[src/hw/rtl/bmp24_stream_decoder_macros.svh]
// Assertion helpers shared by the decoder files.
`ifndef BMP24_STREAM_DECODER_MACROS_SVH
`define BMP24_STREAM_DECODER_MACROS_SVH

// Checked on every clock edge outside reset.
`define BMP24_ASSERT(lbl, prop, msg) \
   lbl: assert property (@(posedge clock) disable iff (reset) prop) else $error(msg);

// Checked on every clock edge, reset included.
`define BMP24_ASSERT_ALWAYS(lbl, prop, msg) \
   lbl: assert property (@(posedge clock) prop) else $error(msg);

`endif

[src/hw/rtl/bmp24_pkg.sv]
`timescale 1ns / 1ps

package bmp24_pkg;

   // Image limits and header layout.
   localparam int MAX_WIDTH = 4096;
   localparam int MAX_HEIGHT = 4096;
   localparam int HEADER_BYTES = 54;
   localparam int SIG_FIRST_POS = 0;
   localparam int SIG_SECOND_POS = 1;
   localparam int WIDTH_POS = 18;
   localparam int HEIGHT_POS = 22;
   localparam int FIELD_BYTES = 4;
   localparam int ROW_ALIGN = 4;

   localparam logic [7:0] SIG_B = 8'h42;
   localparam logic [7:0] SIG_M = 8'h4D;
   localparam logic [7:0] ALPHA_OPAQUE = 8'hFF;

   // Derived widths.
   localparam int HDR_CNT_BITS = $clog2(HEADER_BYTES + 1);
   localparam int W_BITS = $clog2(MAX_WIDTH + 1);
   localparam int H_BITS = $clog2(MAX_HEIGHT + 1);
   localparam int POS_BITS = $clog2(3 * MAX_WIDTH + ROW_ALIGN);
   localparam int IDX_BITS = 24;

   typedef enum logic [1:0] {
      STATUS_PIXEL = 2'd0,
      STATUS_BAD_SIGNATURE = 2'd1,
      STATUS_BAD_SIZE = 2'd2
   } status_type;

   typedef enum logic [1:0] {
      PH_HEADER = 2'd0,
      PH_PIXELS = 2'd1,
      PH_IDLE = 2'd2
   } phase_type;

   typedef enum logic [1:0] {
      COMP_BLUE = 2'd0,
      COMP_GREEN = 2'd1,
      COMP_RED = 2'd2
   } comp_type;

   typedef struct packed {
      logic [7:0] data_byte;
      logic file_start;
   } req_type;

   typedef struct packed {
      status_type status;
      logic [31:0] pixel_word;
      logic [IDX_BITS-1:0] pixel_index;
      logic last_pixel;
   } rsp_type;

   // Parser result for the byte accepted in this cycle.
   typedef struct packed {
      logic produced;
      rsp_type item;
   } parse_out_type;

endpackage

[src/hw/rtl/bmp24_stream_decoder.sv]
`timescale 1ns / 1ps

// Channel   Ports                            Moves
// request   req_valid, req_stall, req_data   one file byte and its start flag
// result    rsp_valid, rsp_stall, rsp_data   one pixel or error result
//
// One byte is accepted per cycle while req_stall is low; its result, if any, appears in the next cycle.
// The parser works out each result combinationally, straight into the result register.
// Reset is synchronous and returns the parser to the start of a header.
// req_stall is high only while a result waits and rsp_stall holds it.
module bmp24_stream_decoder (
   input logic clock,
   input logic reset,
   input logic req_valid,
   output logic req_stall,
   input bmp24_pkg::req_type req_data,
   output logic rsp_valid,
   input logic rsp_stall,
   output bmp24_pkg::rsp_type rsp_data
);
   import bmp24_pkg::*;

   `include "bmp24_stream_decoder_macros.svh"

   logic req_fire;
   parse_out_type parse_out;
   logic rsp_valid_ff, rsp_valid_in;
   rsp_type rsp_data_ff, rsp_data_in;

   bmp24_parser u_parser (
      .clock(clock),
      .reset(reset),
      .req_fire(req_fire),
      .req_data(req_data),
      .parse_out(parse_out)
   );

   // Accept a request whenever the result register is free or being emptied.
   always_comb begin
      req_stall = rsp_valid_ff & rsp_stall;
      req_fire = req_valid & ~req_stall;
      rsp_valid_in = rsp_valid_ff;
      rsp_data_in = rsp_data_ff;
      if (req_fire) begin
         rsp_valid_in = parse_out.produced;
         if (parse_out.produced) begin
            rsp_data_in = parse_out.item;
         end
      end else if (!rsp_stall) begin
         rsp_valid_in = 1'b0;
      end
   end

   // Result register.
   always_ff @(posedge clock) begin
      if (reset) begin
         rsp_valid_ff <= 1'b0;
      end else begin
         rsp_valid_ff <= rsp_valid_in;
      end
   end

   always_ff @(posedge clock) begin
      rsp_data_ff <= rsp_data_in;
   end

   assign rsp_valid = rsp_valid_ff;
   assign rsp_data = rsp_data_ff;

   `BMP24_ASSERT(a_result_captured, req_fire && parse_out.produced |=> rsp_valid_ff, "Parser result was not captured")
   `BMP24_ASSERT(a_error_payload_zero, rsp_valid_ff && (rsp_data_ff.status != STATUS_PIXEL) |-> (rsp_data_ff.pixel_word == '0) && (rsp_data_ff.pixel_index == '0) && !rsp_data_ff.last_pixel, "Error result carries a payload")
   `BMP24_ASSERT(a_pixel_alpha, rsp_valid_ff && (rsp_data_ff.status == STATUS_PIXEL) |-> rsp_data_ff.pixel_word[31:24] == ALPHA_OPAQUE, "Pixel alpha is not opaque")

endmodule

[src/hw/rtl/bmp24_parser.sv]
`timescale 1ns / 1ps

module bmp24_parser (
   input logic clock,
   input logic reset,
   input logic req_fire,
   input bmp24_pkg::req_type req_data,
   output bmp24_pkg::parse_out_type parse_out
);
   import bmp24_pkg::*;

   `include "bmp24_stream_decoder_macros.svh"

   localparam logic [HDR_CNT_BITS-1:0] HDR_LAST = HDR_CNT_BITS'(HEADER_BYTES - 1);
   localparam logic [HDR_CNT_BITS-1:0] SIG1_C = HDR_CNT_BITS'(SIG_FIRST_POS);
   localparam logic [HDR_CNT_BITS-1:0] SIG2_C = HDR_CNT_BITS'(SIG_SECOND_POS);
   localparam logic [HDR_CNT_BITS-1:0] W_POS_C = HDR_CNT_BITS'(WIDTH_POS);
   localparam logic [HDR_CNT_BITS-1:0] W_END_C = HDR_CNT_BITS'(WIDTH_POS + FIELD_BYTES);
   localparam logic [HDR_CNT_BITS-1:0] H_POS_C = HDR_CNT_BITS'(HEIGHT_POS);
   localparam logic [HDR_CNT_BITS-1:0] H_END_C = HDR_CNT_BITS'(HEIGHT_POS + FIELD_BYTES);

   // Control state.
   phase_type phase_ff, phase_in;
   logic [HDR_CNT_BITS-1:0] hcount_ff, hcount_in;
   logic [W_BITS-1:0] width_ff, width_in;
   logic [H_BITS-1:0] height_ff, height_in;
   logic width_big_ff, width_big_in;
   logic height_big_ff, height_big_in;
   logic sig_ok_ff, sig_ok_in;

   // Pixel walk state, set up on the last header byte.
   logic [W_BITS-1:0] column_ff, column_in;
   logic [H_BITS-1:0] file_row_ff, file_row_in;
   logic [POS_BITS-1:0] row_pos_ff, row_pos_in;
   comp_type comp_ff, comp_in;
   logic [7:0] blue_ff, blue_in;
   logic [7:0] green_ff, green_in;
   logic [POS_BITS-1:0] data_bytes_ff, data_bytes_in;
   logic [POS_BITS-1:0] row_bytes_ff, row_bytes_in;
   logic [IDX_BITS-1:0] row_base_ff, row_base_in;
   logic [W_BITS-1:0] last_col_ff, last_col_in;
   logic [H_BITS-1:0] last_row_ff, last_row_in;

   // Working values.
   phase_type phase_cur;
   logic [HDR_CNT_BITS-1:0] hcount_cur;
   logic [W_BITS-1:0] width_cur;
   logic [H_BITS-1:0] height_cur;
   logic width_big_cur, height_big_cur, sig_ok_cur;
   logic [HDR_CNT_BITS-1:0] w_off, h_off;
   logic [31:0] w_shift, h_shift;
   logic [POS_BITS-1:0] w_ext, data_bytes, data_plus;
   logic [W_BITS+H_BITS-1:0] base_prod;
   logic [POS_BITS-1:0] row_pos_nx;
   logic size_bad, is_last;
   logic [7:0] b;

   // Next state and the result for the accepted byte.
   always_comb begin
      phase_in = phase_ff;
      hcount_in = hcount_ff;
      width_in = width_ff;
      height_in = height_ff;
      width_big_in = width_big_ff;
      height_big_in = height_big_ff;
      sig_ok_in = sig_ok_ff;
      column_in = column_ff;
      file_row_in = file_row_ff;
      row_pos_in = row_pos_ff;
      comp_in = comp_ff;
      blue_in = blue_ff;
      green_in = green_ff;
      data_bytes_in = data_bytes_ff;
      row_bytes_in = row_bytes_ff;
      row_base_in = row_base_ff;
      last_col_in = last_col_ff;
      last_row_in = last_row_ff;
      parse_out = '0;
      parse_out.item.status = STATUS_PIXEL;

      b = req_data.data_byte;

      // A start flag restarts the header parse on this very byte.
      phase_cur = req_data.file_start ? PH_HEADER : phase_ff;
      hcount_cur = req_data.file_start ? '0 : hcount_ff;
      width_cur = req_data.file_start ? '0 : width_ff;
      height_cur = req_data.file_start ? '0 : height_ff;
      width_big_cur = req_data.file_start ? 1'b0 : width_big_ff;
      height_big_cur = req_data.file_start ? 1'b0 : height_big_ff;
      sig_ok_cur = req_data.file_start ? 1'b0 : sig_ok_ff;

      // Little-endian size bytes placed at their bit position.
      w_off = hcount_cur - W_POS_C;
      h_off = hcount_cur - H_POS_C;
      w_shift = 32'(b) << {w_off[1:0], 3'b000};
      h_shift = 32'(b) << {h_off[1:0], 3'b000};

      size_bad = width_big_cur || height_big_cur || (width_cur == '0) ||
                 (height_cur == '0) || (width_cur > W_BITS'(MAX_WIDTH)) ||
                 (height_cur > H_BITS'(MAX_HEIGHT));

      // Row geometry: three bytes a pixel, rows padded to a multiple of four bytes.
      w_ext = POS_BITS'(width_cur);
      data_bytes = (w_ext << 1) + w_ext;
      data_plus = data_bytes + POS_BITS'(ROW_ALIGN - 1);
      base_prod = (height_cur - 1'b1) * width_cur;

      row_pos_nx = row_pos_ff + 1'b1;
      is_last = (file_row_ff == last_row_ff) && (column_ff == last_col_ff);

      if (req_fire) begin
         phase_in = phase_cur;
         hcount_in = hcount_cur;
         width_in = width_cur;
         height_in = height_cur;
         width_big_in = width_big_cur;
         height_big_in = height_big_cur;
         sig_ok_in = sig_ok_cur;

         case (phase_cur)
            PH_HEADER: begin
               hcount_in = hcount_cur + 1'b1;
               if (hcount_cur == SIG1_C) begin
                  sig_ok_in = (b == SIG_B);
               end
               if ((hcount_cur >= W_POS_C) && (hcount_cur < W_END_C)) begin
                  width_in = width_cur | w_shift[W_BITS-1:0];
                  width_big_in = width_big_cur | (|w_shift[31:W_BITS]);
               end
               if ((hcount_cur >= H_POS_C) && (hcount_cur < H_END_C)) begin
                  height_in = height_cur | h_shift[H_BITS-1:0];
                  height_big_in = height_big_cur | (|h_shift[31:H_BITS]);
               end
               if ((hcount_cur == SIG2_C) && (!sig_ok_cur || (b != SIG_M))) begin
                  phase_in = PH_IDLE;
                  parse_out.produced = 1'b1;
                  parse_out.item.status = STATUS_BAD_SIGNATURE;
               end else if (hcount_cur == HDR_LAST) begin
                  if (size_bad) begin
                     phase_in = PH_IDLE;
                     parse_out.produced = 1'b1;
                     parse_out.item.status = STATUS_BAD_SIZE;
                  end else begin
                     phase_in = PH_PIXELS;
                     column_in = '0;
                     file_row_in = '0;
                     row_pos_in = '0;
                     comp_in = COMP_BLUE;
                     data_bytes_in = data_bytes;
                     row_bytes_in = {data_plus[POS_BITS-1:2], 2'b00};
                     row_base_in = IDX_BITS'(base_prod);
                     last_col_in = width_cur - 1'b1;
                     last_row_in = height_cur - 1'b1;
                  end
               end
            end
            PH_PIXELS: begin
               if (row_pos_ff < data_bytes_ff) begin
                  case (comp_ff)
                     COMP_BLUE: begin
                        blue_in = b;
                        comp_in = COMP_GREEN;
                     end
                     COMP_GREEN: begin
                        green_in = b;
                        comp_in = COMP_RED;
                     end
                     COMP_RED: begin
                        comp_in = COMP_BLUE;
                        parse_out.produced = 1'b1;
                        parse_out.item.pixel_word = {ALPHA_OPAQUE, blue_ff, green_ff, b};
                        parse_out.item.pixel_index = row_base_ff + IDX_BITS'(column_ff);
                        parse_out.item.last_pixel = is_last;
                        column_in = column_ff + 1'b1;
                     end
                     default: begin
                        comp_in = COMP_BLUE;
                     end
                  endcase
               end
               // The final pixel ends the image; otherwise step through the row.
               if (parse_out.produced && is_last) begin
                  phase_in = PH_IDLE;
               end else if (row_pos_nx >= row_bytes_ff) begin
                  row_pos_in = '0;
                  column_in = '0;
                  comp_in = COMP_BLUE;
                  file_row_in = file_row_ff + 1'b1;
                  row_base_in = row_base_ff - IDX_BITS'(width_ff);
               end else begin
                  row_pos_in = row_pos_nx;
               end
            end
            default: begin
            end
         endcase
      end
   end

   // Control registers.
   always_ff @(posedge clock) begin
      if (reset) begin
         phase_ff <= PH_HEADER;
         hcount_ff <= '0;
         width_ff <= '0;
         height_ff <= '0;
         width_big_ff <= 1'b0;
         height_big_ff <= 1'b0;
         sig_ok_ff <= 1'b0;
      end else begin
         phase_ff <= phase_in;
         hcount_ff <= hcount_in;
         width_ff <= width_in;
         height_ff <= height_in;
         width_big_ff <= width_big_in;
         height_big_ff <= height_big_in;
         sig_ok_ff <= sig_ok_in;
      end
   end

   // Pixel walk registers; they are loaded before the pixel phase uses them.
   always_ff @(posedge clock) begin
      column_ff <= column_in;
      file_row_ff <= file_row_in;
      row_pos_ff <= row_pos_in;
      comp_ff <= comp_in;
      blue_ff <= blue_in;
      green_ff <= green_in;
      data_bytes_ff <= data_bytes_in;
      row_bytes_ff <= row_bytes_in;
      row_base_ff <= row_base_in;
      last_col_ff <= last_col_in;
      last_row_ff <= last_row_in;
   end

   `BMP24_ASSERT(a_error_stops_file, req_fire && parse_out.produced && (parse_out.item.status != STATUS_PIXEL) |=> phase_ff == PH_IDLE, "Error result did not stop the file")
   `BMP24_ASSERT(a_last_stops_file, req_fire && parse_out.produced && parse_out.item.last_pixel |=> phase_ff == PH_IDLE, "Final pixel did not end the image")
   `BMP24_ASSERT(a_row_pos_bound, phase_ff == PH_PIXELS |-> row_pos_ff < row_bytes_ff, "Row byte position ran past the padded row")
   `BMP24_ASSERT_ALWAYS(a_header_bound, phase_ff == PH_HEADER |-> hcount_ff < HEADER_BYTES, "Header count ran past the header")

endmodule

[config.mk]
export PLATFORM = sky130hd
export DESIGN_NAME = bmp24_stream_decoder
export DESIGN_NICKNAME = d
export VERILOG_FILES = /design/src/hw/rtl/bmp24_pkg.sv /design/src/hw/rtl/bmp24_stream_decoder.sv /design/src/hw/rtl/bmp24_parser.sv
export VERILOG_INCLUDE_DIRS = /design/src /design/src/hw/rtl
export SDC_FILE = /design/constraint.sdc
export NUM_CORES = 1
export LEC_CHECK = 0
export ABC_AREA = 1
export BUFFER_PORTS_ARGS = -buffer_cell sky130_fd_sc_hd__buf_2
export CAP_MARGIN = 20
export CELL_PAD_IN_SITES_DETAIL_PLACEMENT = 0
export CELL_PAD_IN_SITES_GLOBAL_PLACEMENT = 1
export CORE_ASPECT_RATIO = 2
export CORE_MARGIN = 5
export CORE_UTILIZATION = 49
export CTS_BUF_LIST = sky130_fd_sc_hd__clkbuf_16
export CTS_CLUSTER_SIZE = 10
export DETAILED_ROUTE_END_ITERATION = 7
export GPL_TIMING_DRIVEN = 0
export PLACE_DENSITY_LB_ADDON = 0.08
export SETUP_SLACK_MARGIN = 0.2
export SYNTH_ARGS = -nofsm -noshare
export SYNTH_HDL_FRONTEND = slang
export SYNTH_SLANG_ARGS = --single-unit
export TNS_END_PERCENT = 10
[constraint.sdc]
create_clock -name clock -period 9.1 [get_ports clock]
set_clock_uncertainty 0.1 [all_clocks]
set_input_delay 0.91 -clock clock [delete_from_list [all_inputs] [get_ports clock]]
set_output_delay 0.91 -clock clock [all_outputs]
set_load 0.05 [all_outputs]
# Yosys cells after proc, flatten, opt, wreduce, memory -nomap -nowiden
# Index checks and enable logic that the tools add are counted.
# word_totals
regBits,231
in_bits,13
output_inout_bits,61
word_cells,176
# op_classes
addsub,13
n_mul,1
order_cmp,8
eq_ne,15
shift,2
muxes,69
bitwise,12
n_reduce_logical,31
# op_table
cell,n
13-bit two-way mux,15
57-bit two-way mux,3
24-bit two-way mux,5
14-bit two-way mux,5
8-bit by 5-bit left shift with 32-bit output,2
60-bit two-way mux,1
13-bit one-hot mux with 2 select lines,2
24-bit one-hot mux with 2 select lines,1
19-bit OR reduction,2
14-bit one-hot mux with 2 select lines,1
"13-bit by 1-bit adder with 13-bit output, second input constant",2
13-bit equality test,2
"13-bit greater-than comparator, second input constant",2
13-bit zero test,2
26-bit by 13-bit multiplier with 24-bit output,1
13-bit OR,2
"13-bit by 1-bit subtractor with 13-bit output, second input constant",2
24-bit by 13-bit adder with 24-bit output,1
2-bit two-way mux,12
24-bit by 13-bit subtractor with 24-bit output,1
1-bit two-way mux,15
"14-bit by 1-bit adder with 14-bit output, second input constant",1
14-bit by 13-bit adder with 14-bit output,1
"14-bit by 2-bit adder with 14-bit output, second input constant",1
35 further kinds,69

# Logic depth before layout (Yosys ltp)
# Gate-level depths: netlist of run 1.
# logic_depth
depth_word,12
ltp_mapped,38
mapped_depth_nobuf,36

# By module
# Synthesis of run 1 repeated with hierarchy kept, for this count alone.
# hier_totals
hier_cells,2405
area_unflattened_um2,20146.8
# by_module_without_submodules
module,instances,cells_per_inst,area_per_inst_um2,seq_area_each_um2
bmp24_parser,1,2335,18310.1,4764.6
bmp24_stream_decoder,1,70,1836.8,1791.7

# Worst setup path before layout of run 1
# No wires, ideal clock.
# synth_timing
path_kind,input to register
start,input req_data[0] (netlist bit)
end,register u_parser.row_base_ff[22] (data pin)
setup_time_ns,0.263
arrival_time_ns,6.344
required_time_ns,8.737
setup_slack_ns,2.393
cell_stages,24
path_buffers,3
path_cell_list,buf_6 > clkbuf_1 > nor2_1 > inv_1 > clkbuf_1 > nor2_1 > fa_1 > inv_1 > fa_1 > inv_1 > fa_1 > fa_1 > inv_1 > fa_1 > inv_1 > ha_1 > nand2_1 > nor3_1 > nor3b_1 > nand4_1 > nand3_1 > a21oi_1 > o21ai_0 > o21ai_0
# synth_via
elab_chain_len,7
word_cells_on_any_way,11
cone_classes,add/sub: 1; mul: 1; eq/ne: 1; mux: 7; reduce/logical: 1
# synth_lines
item,line_no,text
"start, declared",bmp24_stream_decoder.sv:16,"input bmp24_pkg::req_type req_data,"
13-bit two-way mux,bmp24_parser.sv:87,height_cur = req_data.file_start ? '0 : height_ff;
13-bit by 1-bit subtractor with 14-bit output,bmp24_parser.sv:106,base_prod = (height_cur - 1'b1) * width_cur;
26-bit by 13-bit multiplier with 24-bit output,bmp24_parser.sv:106,
24-bit two-way mux,bmp24_parser.sv:139,if (size_bad) begin
24-bit two-way mux,bmp24_parser.sv:138,end else if (hcount_cur == HDR_LAST) begin
24-bit two-way mux,bmp24_parser.sv:134,if ((hcount_cur == SIG2_C) && (!sig_ok_cur || (b != SIG_M))) begin
24-bit one-hot mux with 2 select lines (*),bmp24_parser.sv:120,case (phase_cur)
"end signal, assigned",bmp24_parser.sv:231,row_base_ff <= row_base_in;
"end, declared",bmp24_parser.sv:40,"logic [IDX_BITS-1:0] row_base_ff, row_base_in;"
# Mark *: on every way between the ends. The rest lies on a longest branch, timed or not. The select of a mux whose other input is x is not followed.
# A chain may end at the register's enable or synchronous reset.

# Worst setup path after layout of run 1
# Same ends and word-level chain as after synthesis.

==> impl_results.md, run 1 <==
- Worst r2r dst: u_parser.row_base_ff[22]
- Wirelength per Cell: 18.1 µm
- First drt pass iteration count: 5
- Top post-synthesis cells by area: edfxtp_1 28%, fa_1 16%, nand2_1 8.7%
- Synth cell count leaders: 456 x nand2_1, 451 x inv_1, 302 x nor2_1
- Drt first-iter violations: 971
- Post-layout nets: 2789
- DR vias/cell: 5.20
- Post-synth top area share: 0.284
- Clk slew on worst S/H paths: 0.06 ns
- Die footprint: 44500 µm²
- Slew headroom: 0.328
- Placeable core area: 39900 µm²
- CP dominant cell by count: inv_1
- Syn Inst Count: 2383
- Layout fillers: 3862
- Vias in the first global route: 15700
- Number of clock sinks: 224
- Post-Syn Area: 19700 µm²
- Syn-to-layout area delta: 9.57%
- Measured slew at the worst slew-check pin: 1.00 ns
- Max-Cap Viols: 0
- DRC viols: 0
- Slew Viols, Final: 0
- Most common cell in the netlist: nand2_1
- Crit. End Element: flop
- Die extent in x: 152 µm
- Reg2Reg Setup Slack: 1.46 ns
- Number of antenna violations at the first check in global routing: 0
- Fmax: 123 MHz
- CTS Buffer Depth: 3
- CP Capture Point: u_parser.row_base_ff[22]
- Worst path slowest cell: clkbuf_1
- First-pass GRT wire length: 87.2 mm
- Rows: 104
- Status: complete, no violations
- TritonCTS clock tree: done
- Hold Path Class: reg2reg
- Inserted Clock Buffers: 26
- Port bufs: 71
- Setup violators final: 0
- Library cells used by synthesis: 61
- CP peak stage delay: 0.72 ns
- Mapped Nets: 2683
- Pin count of the biggest net entering global routing: 46
- Crit Path Class: in2reg
- Number of diodes: 0
- Data arrival, critical path: 8.29 ns
- Reg2reg start: u_parser.height_ff[0]
- RSZ-0062 raised after global routing: no
- Setup TNS: 0 ns
- Final instance area: 21600 µm²
- Post-DP HPWL: 44.6 mm
- GRT overflow: 0
- Die height: 293 µm
- Register Area: 6350 µm²
- P_leak: 10.1 nW
- Most used DFF post-synth: edfxtp_1
- Leading area contributor after synthesis: edfxtp_1
- Worst Path Max Fanout: 13
- Post-CTS sizing: 0
- Post-route ant nets: 0
- I/O pin total: 74
- Critical path origin: req_data[0]
- Syn avg cell area: 8.26 µm²
- Initial Util: 0.493
- Syn. warnings: 0
- CTS Hold Bufs: 0
- Peak VDD IR: 0.140 mV
- CTS root buf: clkbuf_16
- Layout cell share with drive strength beyond 1: 0.0724
- CP startpoint kind: primary input
- Final hold vios: 0
- Worst-Skew Late Latency: 0.57 ns
- Seq cells post-synth: 224
- Number of synthesized flops with an enable pin: 186
- Total wire length: 54.8 mm
- Reg2Reg Depth: 29
- Min Clock Period, post-route: 8.10 ns
- Post-CTS setup buffers: 0
- Period utilization: 0.891
- Pwr dens: 103 nW/µm²
- Fin Hold WS: 0.360 ns
- Post-DP Area: 20800 µm²
- Multi-input logic area: 11300 µm²
- Post-synth ARST share: 0
- GRT Overall Usage: 0.254
- Worst path cell trace: buf_6, clkbuf_1, nor2_1, inv_1, clkbuf_1, nor2_1, fa_1, inv_1, fa_1, inv_1, fa_1, fa_1, inv_1, fa_1, inv_1, ha_1, inv_1, nor3_1, nor3b_1, nand4_1, nand3_1, a21oi_1, o21ai_0, o21ai_0
- Routability cong.: 0.939
- Sequential share of the synthesized area: 0.323
- CTS H-Tree Depth: 1
- Vias: 15800
- WP data required: 9.28 ns
[metal layers]
metal	wire, µm	GRT usage	up-vias
met5	0	0	-
met4	1860	0.0788	0
met3	2330	0.0245	76
met2	28800	0.459	378
met1	21800	0.318	7537
li1	-	-	7759
[stage by stage]
step / worst slack, ns / total power [mW] / cells / util
after floorplan: 2.39 / 1.25 / 2383 / -
after global placement: 0.479 / 1.30 / 2984 / 0.518
after detailed placement: 0.477 / 1.30 / 2991 / 0.521
after CTS: 1.07 / 2.23 / 3031 / 0.540
after global routing: 0.690 / 2.29 / 3031 / 0.540
final: 0.996 / 2.21 / 3031 / 0.540
[area by class of cell]
cell class                      count  area share
Buffer                             56      0.0131
Timing Repair Buffer               78      0.0214
Tap cell                          530      0.0308
Clock inverter                     14     0.00366
Multi-Input combinational cell   1638       0.525
Sequential cell                   224       0.294
Inverter                          465      0.0811
Clock buffer                       26      0.0302
[sequential cells by signal (all words and copies together), names as in the netlist, 2 cells and up]
signal                  cells
u_parser.height_ff         13
u_parser.row_base_ff       24
u_parser.last_col_ff       13
u_parser.comp_ff            2
u_parser.last_row_ff       13
u_parser.row_bytes_ff      12
u_parser.blue_ff            8
u_parser.phase_ff           2
u_parser.file_row_ff       13
rsp_data                   52
u_parser.data_bytes_ff     14
u_parser.hcount_ff          6
u_parser.width_ff          13
u_parser.column_ff         13
u_parser.row_pos_ff        14
u_parser.green_ff           8
[worst min path at each step]
stage                     slack (ns)                     end  depth (start not counted)                   start
after floorplan                 0.34  u_parser.height_big_ff                          2  u_parser.height_big_ff
after global placement          0.35  u_parser.height_big_ff                          2  u_parser.height_big_ff
after detailed placement        0.35  u_parser.height_big_ff                          2  u_parser.height_big_ff
after CTS                       0.36  u_parser.height_big_ff                          2  u_parser.height_big_ff
after global routing            0.38      u_parser.sig_ok_ff                          2      u_parser.sig_ok_ff
final                           0.36  u_parser.height_big_ff                          2  u_parser.height_big_ff
[power breakdown]
part	internal, mW	switching, mW	total (mW)
Clock	0.511	0.418	0.929
Combinational	0.0429	0.106	0.149
Sequential	1.12	0.0138	1.13
[cells in the final DEF, fill, tap and decap left out, types with 26 or more instances in the layout]
master / netlist / final
inv_1: 451 / 461
nand2_1: 456 / 456
nor2_1: 302 / 300
edfxtp_1: 186 / 186
fa_1: 158 / 158
a21oi_1: 143 / 142
ha_1: 129 / 129
o21ai_0: 100 / 100
nand3_1: 85 / 85
buf_2: 7 / 78
xor2_1: 56 / 56
dfxtp_1: 38 / 38
nor3_1: 37 / 36
xnor2_1: 34 / 34
clkbuf_1: 32 / 32
nand4_1: 30 / 30
clkbuf_16: 0 / 26
[critical path: cells and delay by family]
family | cells | cell delay [ns]
adder cells (fa/ha/maj) | 6 | 3.30
buffers and inverters | 9 | 2.06
AND/OR/NAND/NOR | 6 | 1.51
AO/OA/AOI/OAI | 3 | 0.47
[cells by family after synthesis]
group                    Yosys count  synth area share
AND/OR/NAND/NOR                  956             0.203
buffers and inverters            521             0.103
AO/OA/AOI/OAI                    300            0.0841
adder cells (fa/ha/maj)          287             0.243
flip-flops                       224             0.323
XOR/XNOR                          95            0.0442
Note: power is estimated with default switching activity, not from simulation.
==> run 2: changes to the inputs <==
- ABC_AREA: 1 -> default
- CELL_PAD_IN_SITES_GLOBAL_PLACEMENT: 1 -> 2
- CORE_UTILIZATION: 49 -> 41
==> impl_results.md, run 2 <==
- CTS H-Tree Depth: 1 (unchanged)
- Final hold vios: 0 (unchanged)
- Pin count of the biggest net entering global routing: 36 (was 46)
- Die extent in x: 161 µm (was 152 µm)
- Layout cell share with drive strength beyond 1: 0.0795 (was 0.0724)
- Fmax: 117 MHz (was 123 MHz)
- Reg2reg start: u_parser.height_ff[0] (unchanged)
- Post-layout nets: 2336 (was 2789)
- GRT overflow: 0 (unchanged)
- First-pass GRT wire length: 87.1 mm (was 87.2 mm)
- Peak VDD IR: 0.138 mV (was 0.140 mV)
- Crit. End Element: flop (unchanged)
- Pwr dens: 104 nW/µm² (was 103 nW/µm²)
- Int Power: 1.65 mW (was 1.67 mW)
- Die height: 312 µm (was 293 µm)
- Synth cell count leaders: 291 x inv_1, 234 x nor2_1, 195 x nand2_1 (was 456 x nand2_1, 451 x inv_1, 302 x nor2_1)
- CTS root buf: clkbuf_16 (unchanged)
- Status: complete, no violations (unchanged)
- RSZ-0062 raised after global routing: no (unchanged)
- Vias: 13600 (was 15800)
- CP dominant cell by count: fa_1 (was inv_1)
- WP data required: 9.27 ns (was 9.28 ns)
- Hold EP: u_parser.sig_ok_ff (was u_parser.height_big_ff)
- Slew headroom: 0.423 (was 0.328)
- CP peak stage delay: 0.61 ns (was 0.72 ns)
- TritonCTS clock tree: done (unchanged)
- Min Clock Period, post-route: 8.57 ns (was 8.10 ns)
- I/O pin total: 74 (unchanged)
- Final instance area: 20600 µm² (was 21600 µm²)
- CP startpoint kind: primary input (unchanged)
- Clk slew on worst S/H paths: 0.06 ns (about the same)
- Commonest cells after routing, fill and taps aside: 304 x inv_1, 234 x nor2_1, 195 x nand2_1, 186 x edfxtp_1, 158 x fa_1 (was 461 x inv_1, 456 x nand2_1, 300 x nor2_1, 186 x edfxtp_1, 158 x fa_1)
- Seq cells post-synth: 224 (unchanged)
- DRC viols: 0 (unchanged)
- Mapped Nets: 2233 (was 2683)
- Post-synth top area share: 0.299 (was 0.284)
- Leading area contributor after synthesis: edfxtp_1 (unchanged)
- Post-synth ARST share: 0 (unchanged)
- Switching power total: 0.502 mW (was 0.538 mW)
- Post-route ant nets: 0 (unchanged)
- Setup violators final: 0 (unchanged)
- Top post-synthesis cells by area: edfxtp_1 30%, fa_1 17%, ha_1 8.6% (was edfxtp_1 28%, fa_1 16%, nand2_1 8.7%)
- Syn Inst Count: 1933 (was 2383)
- Most common cell after layout, fill and taps aside: inv_1 (unchanged)
- Rows: 110 (was 104)
- Clk pwr share: 0.436 (was 0.421)
- Number of synthesized flops with an enable pin: 186 (unchanged)
- Routability cong.: 0.869 (was 0.939)
- Period utilization: 0.941 (was 0.891)
- Syn-to-layout area delta: 10.3% (was 9.57%)
- CTS Hold Bufs: 0 (unchanged)
- Vias in the first global route: 14500 (was 15700)
- Initial Util: 0.415 (was 0.493)
- Number of clock sinks: 224 (unchanged)
- Die footprint: 50200 µm² (was 44500 µm²)
- Sequential share of the synthesized area: 0.340 (was 0.323)
- Hold Path Class: reg2reg (unchanged)
- CTS Buffer Depth: 3 (unchanged)
- Inserted Clock Buffers: 26 (unchanged)
- Total wire length: 57.4 mm (was 54.8 mm)
- Max-Cap Viols: 0 (unchanged)
- Core Util, Final: 0.458 (was 0.540)
- Max reg flops: 52 (unchanged)
- Reg2Reg Setup Slack: 0.75 ns (was 1.46 ns)
- Syn avg cell area: 9.66 µm² (was 8.26 µm²)
- Worst path slowest cell: fa_1 (was clkbuf_1)
- Net Sw Frac: 0.233 (was 0.243)
- Placeable core area: 45000 µm² (was 39900 µm²)
- First drt pass iteration count: 5 (unchanged)
- Worst Path Max Fanout: 10 (was 13)
- Syn. warnings: 0 (unchanged)
- Port bufs: 72 (was 71)
- Library cells used by synthesis: 77 (was 61)
- Drt first-iter violations: 722 (was 971)
- Number of antenna violations at the first check in global routing: 1 (was 0)
- Multi-input logic area: 11000 µm² (was 11300 µm²)
- Most common cell in the netlist: inv_1 (was nand2_1)
- Post-DP Area: 19800 µm² (was 20800 µm²)
- Hold Path Stages: 2 (unchanged)
- Measured slew at the worst slew-check pin: 0.866 ns (was 1.00 ns)
- Post-DP HPWL: 47.9 mm (was 44.6 mm)
- Wirelength per Cell: 22.0 µm (was 18.1 µm)
- Slew Viols, Final: 0 (unchanged)
- Most used DFF post-synth: edfxtp_1 (unchanged)
- Data arrival, critical path: 8.73 ns (was 8.29 ns)
- Reg2Reg Depth: 26 (was 29)
- Worst-Skew Late Latency: 0.56 ns (was 0.57 ns)
- Hold path startpoint: u_parser.sig_ok_ff (was u_parser.height_big_ff)
- GRT Overall Usage: 0.230 (was 0.254)
- Comb pwr share: 0.045 (was 0.067)
- Worst r2r dst: u_parser.row_base_ff[23] (was u_parser.row_base_ff[22])
- Register Area: 6350 µm² (unchanged)
- Post-Syn Area: 18700 µm² (was 19700 µm²)
- Seq pwr share: 0.519 (was 0.512)
- P_leak: 9.15 nW (was 10.1 nW)
- DR vias/cell: 5.21 (was 5.20)
- Crit Path Class: in2reg (unchanged)
- Layout fillers: 4441 (was 3862)
-- run 2: changes by cell type after synthesis, moves of 15 or more --
cell / change
nor2_1: -68
and3_1: +30
o21ai_0: -48
a22oi_1: +24
inv_1: -160
nor2b_1: +15
nand2_1: -261
a21oi_1: -92
nand2b_1: +16
xnor2_1: +78
and2_1: +30
nand3_1: -54
-- run 2: how the worst max path moves through the flow --
| stage | cells after the start | slack [ns] | start | end |
|---|---|---|---|---|
| after floorplan | 28 | 1.70 | req_data[0] | u_parser.row_base_ff[22] |
| after global placement | 28 | -1.16 | req_data[0] | u_parser.row_base_ff[23] |
| after detailed placement | 28 | -1.10 | req_data[0] | u_parser.row_base_ff[23] |
| after CTS | 28 | 0.21 | req_data[0] | u_parser.row_base_ff[22] |
| after global routing | 28 | 0.21 | req_data[0] | u_parser.row_base_ff[23] |
| final | 29 | 0.53 | req_data[0] | u_parser.row_base_ff[23] |
-- run 2: metal layers --
layer / vias to the layer above / wire (µm) / GRT usage
li1: 6510 / - / -
met1: 6718 / 19100 / 0.225
met2: 267 / 34000 / 0.479
met3: 109 / 1250 / 0.0147
met4: 0 / 3010 / 0.103
met5: - / 0 / 0
-- run 2: power by group through the flow --
stage,registers (mW),clock network (mW),logic [mW]
final,1.12,0.937,0.0968
after CTS,1.12,0.959,0.0979
after floorplan,1.15,0,0.0458
after global placement,1.14,0,0.0956
after global routing,1.12,0.992,0.104
after detailed placement,1.14,0,0.0975
-- run 2: kinds of logic after synthesis --
group | after synthesis | share of synthesized area
AND/OR/NAND/NOR | 651 | 0.162
buffers and inverters | 359 | 0.0760
adder cells (fa/ha/maj) | 287 | 0.256
AO/OA/AOI/OAI | 234 | 0.0820
flip-flops | 224 | 0.340
XOR/XNOR | 172 | 0.0815
multiplexers | 6 | 0.00322
-- run 2: final cells by class --
cell class / count / share of cell area
buffer: 60 / 0.0145
inverter: 299 / 0.0549
clock inverter: 17 / 0.00443
timing repair buffer: 75 / 0.0204
antenna: 1 / 0.000121
clock buffer: 26 / 0.0316
tap: 560 / 0.0340
multi-input combinational: 1350 / 0.532
sequential: 224 / 0.308
-- run 2: what timing repair did --
action / CTS / global route
resized for setup: 7 / 9
setup endpoints to repair: 7 / 7
pin swaps: 0 / 0
setup buffers: 0 / 0
-- run 2: metrics by stage --
step / power [mW] / hold slack [ns] / std cells / setup slack, ns / setup TNS (ns)
3_5_place_dp: 1.24 / 0.351 / 2568 / -1.10 / -6.61
3_3_place_gp: 1.23 / 0.340 / 2565 / -1.16 / -6.80
4_1_cts: 2.17 / 0.357 / 2611 / 0.207 / 0
2_1_floorplan: 1.20 / 0.332 / 1933 / 1.70 / 0
5_1_grt: 2.21 / 0.368 / 2612 / 0.212 / 0
6_report: 2.15 / 0.358 / 2612 / 0.533 / 0
-- run 2: worst max-delay path: cells and delay by family --
kind | cells | cell delay (ns)
simple gates | 4 | 0.48
xor+xnor | 1 | 0.34
mux | 1 | 0.13
compound gates | 6 | 1.46
buf+inv | 10 | 1.89
fa+ha+maj | 7 | 3.49
==> run 3: changes to the inputs <==
- ABC_AREA: default -> 1
- CORE_UTILIZATION: 41 -> 39
==> impl_results.md, run 3 (same netlist as run 1, synthesis figures left out) <==
- Status: complete, no violations (unchanged)
- Measured slew at the worst slew-check pin: 1.14 ns (was 0.866 ns)
- Data arrival, critical path: 8.20 ns (was 8.73 ns)
- Inserted Clock Buffers: 26 (unchanged)
- Commonest cells after routing, fill and taps aside: 462 x inv_1, 456 x nand2_1, 300 x nor2_1, 186 x edfxtp_1, 158 x fa_1 (was 304 x inv_1, 234 x nor2_1, 195 x nand2_1, 186 x edfxtp_1, 158 x fa_1)
- Int Power: 1.67 mW (was 1.65 mW)
- DR vias/cell: 4.97 (was 5.21)
- I/O pin total: 74 (unchanged)
- Hold Path Class: reg2reg (unchanged)
- Syn-to-layout area delta: 10.1% (was 10.3%)
- GRT Overall Usage: 0.222 (was 0.230)
- Seq pwr share: 0.512 (was 0.519)
- Vias in the first global route: 16700 (was 14500)
- RSZ-0062 raised after global routing: no (unchanged)
- Post-CTS setup buffers: 0 (unchanged)
- CP startpoint kind: primary input (unchanged)
- Initial Util: 0.393 (was 0.415)
- Switching power total: 0.539 mW (was 0.502 mW)
- Slew headroom: 0.239 (was 0.423)
- Net Sw Frac: 0.244 (was 0.233)
- Clk slew on worst S/H paths: 0.06 ns (about the same)
- Layout cell share with drive strength beyond 1: 0.0709 (was 0.0795)
- Slew Viols, Final: 0 (unchanged)
- Number of clock sinks: 224 (unchanged)
- Reg2Reg Depth: 28 (was 26)
- Total wire length: 60.0 mm (was 57.4 mm)
- Fmax: 125 MHz (was 117 MHz)
- Clk pwr share: 0.420 (was 0.436)
- First-pass GRT wire length: 94.8 mm (was 87.1 mm)
- Post-route ant nets: 0 (unchanged)
- Crit Path Class: in2reg (unchanged)
- Comb pwr share: 0.068 (was 0.045)
- Post-DP HPWL: 50.5 mm (was 47.9 mm)
- Setup violators final: 0 (unchanged)
- Reg2Reg Setup Slack: 1.57 ns (was 0.75 ns)
- Worst-Skew Late Latency: 0.57 ns (was 0.56 ns)
- Routability cong.: 0.884 (was 0.869)
- Pwr dens: 102 nW/µm² (was 104 nW/µm²)
- Hold path startpoint: u_parser.height_big_ff (was u_parser.sig_ok_ff)
- Reg2reg start: u_parser.height_ff[0] (unchanged)
- Max reg flops: 52 (unchanged)
- CTS H-Tree Depth: 1 (unchanged)
- Min Clock Period, post-route: 7.99 ns (was 8.57 ns)
- WP data required: 9.31 ns (was 9.27 ns)
- Core Util, Final: 0.432 (was 0.458)
- Post-layout nets: 2786 (was 2336)
- DRC viols: 0 (unchanged)
- Vias: 15600 (was 13600)
- Tot Pwr: 2.21 mW (was 2.15 mW)
- GRT overflow: 0 (unchanged)
- CTS Buffer Depth: 3 (unchanged)
- Number of diodes: 0 (was 1)
- Rows: 116 (was 110)
- Worst Path Max Fanout: 12 (was 10)
- Pin count of the biggest net entering global routing: 37 (was 36)
- Crit. End Element: flop (unchanged)
- Peak VDD IR: 0.130 mV (was 0.138 mV)
- TritonCTS clock tree: done (unchanged)
- Placeable core area: 50100 µm² (was 45000 µm²)
- Most common cell after layout, fill and taps aside: inv_1 (unchanged)
- First drt pass iteration count: 7 (was 5)
- CTS root buf: clkbuf_16 (unchanged)
- CTS Hold Bufs: 0 (unchanged)
- Max-Cap Viols: 0 (unchanged)
- Hold EP: u_parser.height_big_ff (was u_parser.sig_ok_ff)
- Drt first-iter violations: 737 (was 722)
- Post-CTS sizing: 0 (was 7)
- Layout fillers: 5167 (was 4441)
- Hold Path Stages: 2 (unchanged)
- Die height: 328 µm (was 312 µm)
- Number of antenna violations at the first check in global routing: 0 (was 1)
- Setup TNS: 0 ns (unchanged)
- Final hold vios: 0 (unchanged)
- Die extent in x: 169 µm (was 161 µm)
- P_leak: 10.1 nW (was 9.15 nW)
- Die footprint: 55300 µm² (was 50200 µm²)
- Period utilization: 0.878 (was 0.941)
- Port bufs: 71 (was 72)
- Wirelength per Cell: 19.1 µm (was 22.0 µm)
- Worst r2r dst: u_parser.row_base_ff[21] (was u_parser.row_base_ff[23])
[run 3: cell count changes in the layout (fill, tap and decap cells not counted), sizes merged, moves of 24 or more]
cell and delta:
nand2 +271, inv +158, a21oi +90, xnor2 -77
nor2 +75, nand3 +56, o21ai +50, and2 -30
and3 -30, a22oi -24
[run 3: layer usage]
metal	part of all wire	up-vias	GRT usage
li1	-	7735	-
met1	0.36	7530	0.232
met2	0.57	254	0.442
met3	0.024	115	0.0163
met4	0.054	0	0.100
met5	0	-	0
[run 3: metrics by stage]
stage               cells  setup WS [ns]  cell area (µm²)  hold WS (ns)
floorplan            2383           2.39            19700         0.342
global placement     3103          0.504            20800         0.349
detailed placement   3107          0.469            20900         0.358
CTS                  3147           1.05            21700         0.367
global route         3147          0.744            21700         0.386
finish               3147           1.11            21700         0.368
[run 3: final cells by class]
type | instances | area (µm²) | share of cell area
clock buffers | 26 | 651 | 0.0300
repair buffers | 75 | 423 | 0.0195
well taps | 649 | 812 | 0.0375
plain buffers | 56 | 283 | 0.0131
clock inverters | 14 | 65.1 | 0.00300
multi-input cells | 1638 | 11300 | 0.523
inverters | 465 | 1750 | 0.0807
flip-flops and latches | 224 | 6350 | 0.293
[run 3: power by group through the flow]
stage	clock, mW	combinational (mW)	sequential (mW)
after floorplan	0	0.0906	1.16
after CTS	0.954	0.152	1.13
after global routing	0.989	0.168	1.13
after detailed placement	0	0.152	1.15
final	0.927	0.150	1.13
after global placement	0	0.147	1.15
[run 3: worst max-delay path, cell delays in order]
cell      delay [ns]
buf_6           0.14
clkbuf_1        0.53
nor2_1          0.26
inv_1           0.34
buf_1           0.66
nor2_1          0.18
fa_1            0.63
inv_1           0.08
fa_1            0.67
inv_1           0.22
fa_1            0.53
fa_1            0.49
inv_1           0.05
fa_1            0.55
inv_1           0.05
ha_1            0.45
nand2_1         0.16
nor4_1          0.62
nand4_1         0.22
nand3_1         0.12
nand2_1         0.06
nand3_1         0.15
o21ai_1         0.10
[run 3: worst max path at each step]
stage,end,slack (ns),from,depth (start not counted)
after floorplan,u_parser.row_base_ff[22],2.39,req_data[0],24
after global placement,u_parser.row_base_ff[21],0.50,req_data[0],23
after global routing,u_parser.row_base_ff[22],0.74,req_data[0],24
final,u_parser.row_base_ff[21],1.11,req_data[0],23
after detailed placement,u_parser.row_base_ff[21],0.47,req_data[0],23
after CTS,u_parser.row_base_ff[21],1.05,req_data[0],23
